$ cat src/hdl/sprite_screen_projection_assert.svh
// Assertion macros shared by the sprite projection RTL.
// Depends on signals named clk and rst_n in the module that uses them.
`ifndef SPRITE_SCREEN_PROJECTION_ASSERT_SVH
`define SPRITE_SCREEN_PROJECTION_ASSERT_SVH

// Same-cycle implication, checked out of reset.
`define SSP_ASSERT_NOW(label, ante, cons, msg) \
    label: assert property (@(posedge clk) disable iff (!rst_n) (ante) |-> (cons)) \
        else $error(msg);

// Next-cycle implication, checked out of reset.
`define SSP_ASSERT_NEXT(label, ante, cons, msg) \
    label: assert property (@(posedge clk) disable iff (!rst_n) (ante) |=> (cons)) \
        else $error(msg);

`endif

$ cat src/hdl/ssp_pkg.sv
// Package for the sprite screen projection block: constants, stage map, register codes.
// No dependencies.
`timescale 1ns / 1ps

package ssp_pkg;

    localparam int FRACTION_BITS = 16;
    localparam int DIR_FRAC      = 14;
    localparam int DIV_W         = 32;
    localparam int DIV_STEPS     = DIV_W;
    localparam int CFG_ADDR_W    = 5;

    // pipeline stage map
    localparam int ST_DIFF = 0;
    localparam int ST_MUL  = 1;
    localparam int ST_NSUB = 2;
    localparam int ST_ABS  = 3;
    localparam int ST_DIVA = 4;
    localparam int ST_SAT  = ST_DIVA + DIV_STEPS;
    localparam int ST_SUM  = ST_SAT + 1;
    localparam int ST_PROD = ST_SUM + 1;
    localparam int ST_PABS = ST_PROD + 1;
    localparam int ST_DIVB = ST_PABS + 1;
    localparam int ST_RES  = ST_DIVB + DIV_STEPS;
    localparam int ST_OUT  = ST_RES + 1;
    localparam int NST     = ST_OUT + 1;

    typedef enum logic [2:0] {
        CFG_CAM_X    = 3'd0,
        CFG_CAM_Y    = 3'd1,
        CFG_DIR_X    = 3'd2,
        CFG_DIR_Y    = 3'd3,
        CFG_PLANE_X  = 3'd4,
        CFG_PLANE_Y  = 3'd5,
        CFG_WIDTH    = 3'd6,
        CFG_HEIGHT   = 3'd7
    } cfg_idx_t;

    localparam logic [31:0] RST_CAM_X   = 32'd0;
    localparam logic [31:0] RST_CAM_Y   = 32'd0;
    localparam logic [15:0] RST_DIR_X   = 16'hC000;
    localparam logic [15:0] RST_DIR_Y   = 16'd0;
    localparam logic [15:0] RST_PLANE_X = 16'd0;
    localparam logic [15:0] RST_PLANE_Y = 16'd10813;
    localparam logic [12:0] RST_WIDTH   = 13'd640;
    localparam logic [12:0] RST_HEIGHT  = 13'd480;

    localparam logic [11:0] ROW_MAX  = 12'd4095;
    localparam logic [15:0] COL_SAT  = 16'd32767;
    localparam logic [15:0] SIZE_SAT = 16'd65535;

    // Apply sign to a quotient magnitude and saturate to 32-bit signed.
    function automatic logic [31:0] sat32(input logic [31:0] q, input logic ovf,
                                          input logic neg);
        logic [31:0] r;
        if (!neg) begin
            if (ovf || q[31])
                r = 32'h7FFF_FFFF;
            else
                r = q;
        end
        else begin
            if (ovf || (q > 32'h8000_0000))
                r = 32'h8000_0000;
            else
                r = 32'(-q);
        end
        return r;
    endfunction

endpackage

$ cat src/hdl/ssp_div.sv
// Pipelined unsigned restoring divider, one quotient bit per stage.
// Depends on ssp_pkg; stage enables come from the caller's flow control.
`timescale 1ns / 1ps

module ssp_div
    import ssp_pkg::*;
(
    input  logic                   clk,
    input  logic [DIV_STEPS-1:0]   en,
    input  logic [2*DIV_W-1:0]     num,
    input  logic [DIV_W-1:0]       den,
    output logic [DIV_W-1:0]       quo,
    output logic                   ovf
);

    logic [DIV_W-1:0] rem_reg [DIV_STEPS];
    logic [DIV_W-1:0] lo_reg  [DIV_STEPS];
    logic [DIV_W-1:0] q_reg   [DIV_STEPS];
    logic [DIV_W-1:0] den_reg [DIV_STEPS];
    logic             ovf_reg [DIV_STEPS];

    for (genvar j = 0; j < DIV_STEPS; j++) begin : g_step
        logic [DIV_W-1:0] rem_in, lo_in, q_in, den_in;
        logic             ovf_in;
        logic [DIV_W:0]   part, diff;
        logic             ge;

        if (j == 0) begin : g_first
            assign rem_in = num[2*DIV_W-1:DIV_W];
            assign lo_in  = num[DIV_W-1:0];
            assign q_in   = '0;
            assign den_in = den;
            // quotient would not fit in DIV_W bits
            assign ovf_in = (num >= {den, {DIV_W{1'b0}}});
        end
        else begin : g_next
            assign rem_in = rem_reg[j-1];
            assign lo_in  = lo_reg[j-1];
            assign q_in   = q_reg[j-1];
            assign den_in = den_reg[j-1];
            assign ovf_in = ovf_reg[j-1];
        end

        assign part = {rem_in, lo_in[DIV_W-1]};
        assign diff = part - {1'b0, den_in};
        assign ge   = !diff[DIV_W];

        always_ff @(posedge clk) begin
            if (en[j]) begin
                rem_reg[j] <= ge ? diff[DIV_W-1:0] : part[DIV_W-1:0];
                lo_reg[j]  <= {lo_in[DIV_W-2:0], 1'b0};
                q_reg[j]   <= {q_in[DIV_W-2:0], ge};
                den_reg[j] <= den_in;
                ovf_reg[j] <= ovf_in;
            end
        end
    end

    assign quo = q_reg[DIV_STEPS-1];
    assign ovf = ovf_reg[DIV_STEPS-1];

endmodule

$ cat config.mk
export PLATFORM = sky130hd
export DESIGN_NAME = ssp_div
export DESIGN_NICKNAME = d
export VERILOG_FILES = /design/src/hdl/sprite_screen_projection_assert.svh /design/src/hdl/ssp_pkg.sv /design/src/hdl/ssp_div.sv
export SDC_FILE = /design/constraint.sdc
export NUM_CORES = 2
export LEC_CHECK = 0
export BUFFER_PORTS_ARGS = -buffer_cell sky130_fd_sc_hd__buf_2
export CAP_MARGIN = 15
export CORE_UTILIZATION = 50
export DETAILED_ROUTE_END_ITERATION = 12
export HOLD_SLACK_MARGIN = 0.12
export PLACE_DENSITY = 0.61
export SETUP_SLACK_MARGIN = 0.02
export SYNTH_ARGS = -nofsm -noshare
export SYNTH_HDL_FRONTEND = slang
export SYNTH_MEMORY_MAX_BITS = 65536
export SYNTH_SLANG_ARGS = --single-unit
$ cat constraint.sdc
create_clock -name clk -period 5.5 [get_ports clk]
set_input_delay 0.55 -clock clk [delete_from_list [all_inputs] [get_ports clk]]
set_output_delay 0.55 -clock clk [all_outputs]
set_load 0.03 [all_outputs]
==> results by stage <==
Power:
- The worst IR drop on VDD is around 0.00038 V.
- The fraction of power spent switching nets is 0.3631.
- In this run the power spent charging and discharging nets is 40.37 mW.
- The cell-internal power is 70.80 mW.
- Dividing total power by cell area gives a power density of 627.2 nW/um^2.
- The share of total power dissipated in the clock network is 0.204.
- The portion of total power attributed to combinational logic is 0.457.
- Of the total power, registers draw 0.338.
- The leakage dissipation is 70.57 nW.

Worst hold path:
- Along the worst hold path, the cell count comes to 1.
- The worst min-delay path category is in2reg.
- In this run the most critical hold path is launched from en[9].
- The worst hold endpoint is den_reg[0][300].

Synthesis:
- The synthesis-stage register bit count is 3040.
- Yosys printed 0 warnings.
- The leading register cell type out of synthesis is edfxtp_1.
- The synthesized design contains 3040 enable-type register cells.
- The share of flip-flops with an asynchronous set or reset is 0.
- Summing every instance area after synthesis gives 159200 sq um.
- The portion of the post-synthesis area used by sequential elements is 0.5733.
- Yosys attributes the largest share of cell area to edfxtp_1 (57%), ha_1 (8.3%), mux2_2 (5.4%).
- Each instance of the synthesized netlist takes up on average about 12 sq um.
- The number of nets in the synthesized netlist is 14.06k.
- Summed over all instances, the cell type with the most area after synthesis is edfxtp_1.
- The instance count of the mapped netlist is 12.84k.
- The number of distinct library cell variants in the gate-level netlist after synthesis is between 80 and 90.
- The area share of the largest cell type after synthesis is 0.5733.

Clock network:
- The TritonCTS buffer count is 335.
- The maximum root-to-sink buffer count is 4.
- In this run, post-CTS repair resized a total of 0 instances.
- Clock-pin slew was measured on the worst setup and hold paths at 0.06 ns.
- The clock insertion delay at the later pin of the skew report is 0.93 ns.
- The tree is rooted in a clkbuf_16.
- The number of clock sinks is 3040.
- After clock tree synthesis, the setup repair step added 0 buffers.
- CTS built an H-tree with a depth of 5.
- The TritonCTS clock tree is done.

Floorplan:
- The floorplan step set the die width to about 570 um.
- Row generation in the floorplan step produced 206 rows.
- The starting density of the core is 0.5043.
- The number of top-level design ports is between 150 and 200.
- The die boundary height is around 570 um.
- The core region is about 320000 sq um.
- The die covers 320700 sq um.

Detailed routing:
- In the final routed layout, each cell accounts on average for 21.15 um.
- The ratio of routed vias to standard cells is 5.758.
- The detailed router placed approximately 100k vias in this run.
- The wire length reported by the detailed router is 373.4 mm.
- The number of antenna-violating nets in the routed design is 0.
- The violation count after the first detailed-route iteration is 9100.
- The detailed-route DRC error count is 0.
- For this run, the detailed router's first-pass iteration total came to 6.

Layout:
- The growth of design area from synthesis to finish is 11.30%.
- The post-layout instance count excluding filler cells is 17.66k.
- Of the cells placed in the final design, the portion with a size suffix greater than 1 is 0.1195.
- The final net count is 14.44k.

Global route:
- The first-pass GRT wire length is 576.2 mm.
- Entering global routing, the biggest net connects 86 pins.
- The overall global routing resource usage is 0.2275.
- The number of global-route vias before repair is slightly below 100k.
- The initial antenna violation count is 19.
- The total congestion overflow after global routing is 0.

Timing:
- Setup violations remaining at the end of the flow were counted as 0.
- The period utilization is 0.9029.
- Setup repair after global routing left no endpoint under its margin.
- The smallest clock period supported by the final layout is computed as between 4 and 5 ns.
- The final count of pins violating max slew is 0.
- The summed negative setup slack over all endpoints is 0 ns.
- The worst relative slew slack is 0.2042.
- Between clock sinks in the finished design, the worst skew comes to 0.04379 ns.
- The slew at the pin with the worst max-slew slack is 1.175 ns.
- For this run, the top clock speed supported by timing is 0.2014 GHz.
- The count of endpoints failing hold in the final timing report is 0.

Worst setup path:
- The largest driver fanout on the critical path is 16.
- The worst reg2reg path endpoint is rem_reg[0][166].
- The startpoint identified for the worst register-to-register timing path is den_reg[0][128].
- The arrival time at the worst endpoint is approximately 5.6 ns.
- The worst setup path is captured at a flip-flop.
- The category of the critical setup timing path is in2reg.
- The worst setup path is launched from an input port.
- The critical path required time is between 6 and 7 ns.
- The setup slack of the most critical reg-to-reg path is about 0.74 ns.
- Counting cells, the worst reg-to-reg path comes to 11.

Placement:
- After detailed placement, the design holds a cell count of 16.93k.
- Summed over all nets, the half-perimeter wirelength after detailed placement is 281.8 mm.
- The global placement routability congestion is 0.9151.
- Port buffering added 161 buffers.

Job:
- The max-cap check violation count is 0.

Run status:
- The run finished with clean final reports.
## worst max-delay path by stage
| stage | start | cells past startpoint | slack, ns | endpoint |
|---|---|---|---|---|
| after floorplan | num[31] | 14 | 1.51 | rem_reg[0][10] |
| after global placement | num[31] | 16 | 0.22 | rem_reg[0][5] |
| after detailed placement | num[31] | 16 | 0.17 | rem_reg[0][4] |
| after CTS | num[31] | 17 | 0.63 | rem_reg[0][21] |
| after global routing | num[31] | 17 | 0.30 | rem_reg[0][4] |
| final | num[31] | 17 | 0.53 | rem_reg[0][4] |
## critical path: stages
cell and delay (ns):
dlygate4sd3_1 0.52, buf_2 0.10, inv_1 0.06, ha_1 0.23
fa_1 0.41, nor2b_1 0.19, o211ai_1 0.16, a211oi_1 0.52
a2bb2oi_1 0.31, o31ai_1 0.51, a31oi_1 0.27, o31a_1 0.33
nor3_1 0.53, buf_4 0.26, inv_2 0.16, buf_4 0.22
mux2_2 0.27
## metrics by stage
| stage | worst slack [ns] | util | power (mW) | area, sq um | hold slack [ns] |
|---|---|---|---|---|---|
| after floorplan | 1.514 | - | 75.27 | 159200 | 0.4003 |
| after CTS | 0.6335 | 0.5612 | 111.6 | 177200 | 0.1221 |
| after global placement | 0.2231 | 0.5226 | 87.29 | 165000 | 0.4017 |
| after detailed placement | 0.1651 | 0.5226 | 88.16 | 165000 | 0.4045 |
| after global routing | 0.3011 | 0.5613 | 118.4 | 177200 | 0.1691 |
| final | 0.5343 | 0.5613 | 111.2 | 177200 | 0.1863 |
## synthesized netlist by cell type, drive strengths merged (160+ instances only)
cell type	instances
a21o	380
a21oi	954
clkbuf	269
edfxtp	3040
ha	1055
inv	1261
mux2	792
nand2	688
nand3	184
nor2	594
nor2b	160
o21a	192
o21ai	655
xnor2	528
xor2	317
## power by group through the flow
stage	clock, mW	sequential, mW	combinational, mW
after floorplan	0	36.0	39.3
after global placement	0	38.2	49.0
after detailed placement	0	38.2	50.0
after CTS	23.3	37.8	50.5
after global routing	24.2	38.1	56.1
final	22.7	37.6	50.8
## routing by layer
layer  track usage  wire (um)  vias up  part of all wire
li1              -          -    48650                 -
met1        0.3269     171200    49600              0.46
met2        0.3613     170100     2844              0.46
met3       0.02745      20580      567             0.055
met4       0.06984      11490        2             0.031
met5             0         15        -          0.000040
## final cells by class
cell class / count / area, sq um
repair buffers: 355 / 2640
multi-input cells: 8227 / 62220
well taps: 4160 / 5205
diodes: 5 / 12.51
fillers: 25840 / 138500
inverters: 1261 / 4733
clock buffers: 386 / 8723
flip-flops and latches: 3040 / 91290
clock inverters: 221 / 2400
## logic make-up (layout without fill, tap and decap cells)
logic type      Yosys count  in the layout  share of synthesized area
compound gates         3086           3086                     0.1240
xor+xnor                845            845                    0.04648
fa+ha+maj              1086           1086                    0.08680
buf+inv                1573           2223                    0.03740
flops                  3040           3040                     0.5733
mux                     888            888                    0.06204
other cells               0              5                          0
simple gates           2322           2322                    0.07000
## what timing repair did
item	CTS	global route
hold endpoints to repair	370	0
hold buffers	107	0
setup endpoints to repair	0	0
## cell usage in the layout, fill, tap and decap left out, types with 192 or more instances in the layout
cell type,instances
edfxtp_1,3040
inv_1,1260
ha_1,1055
a21oi_1,954
mux2_2,762
nand2_1,688
o21ai_0,652
nor2_1,594
xnor2_1,510
a21o_1,380
clkbuf_16,342
xor2_1,313
o21a_1,192
Power figures use the tool's default switching activity.
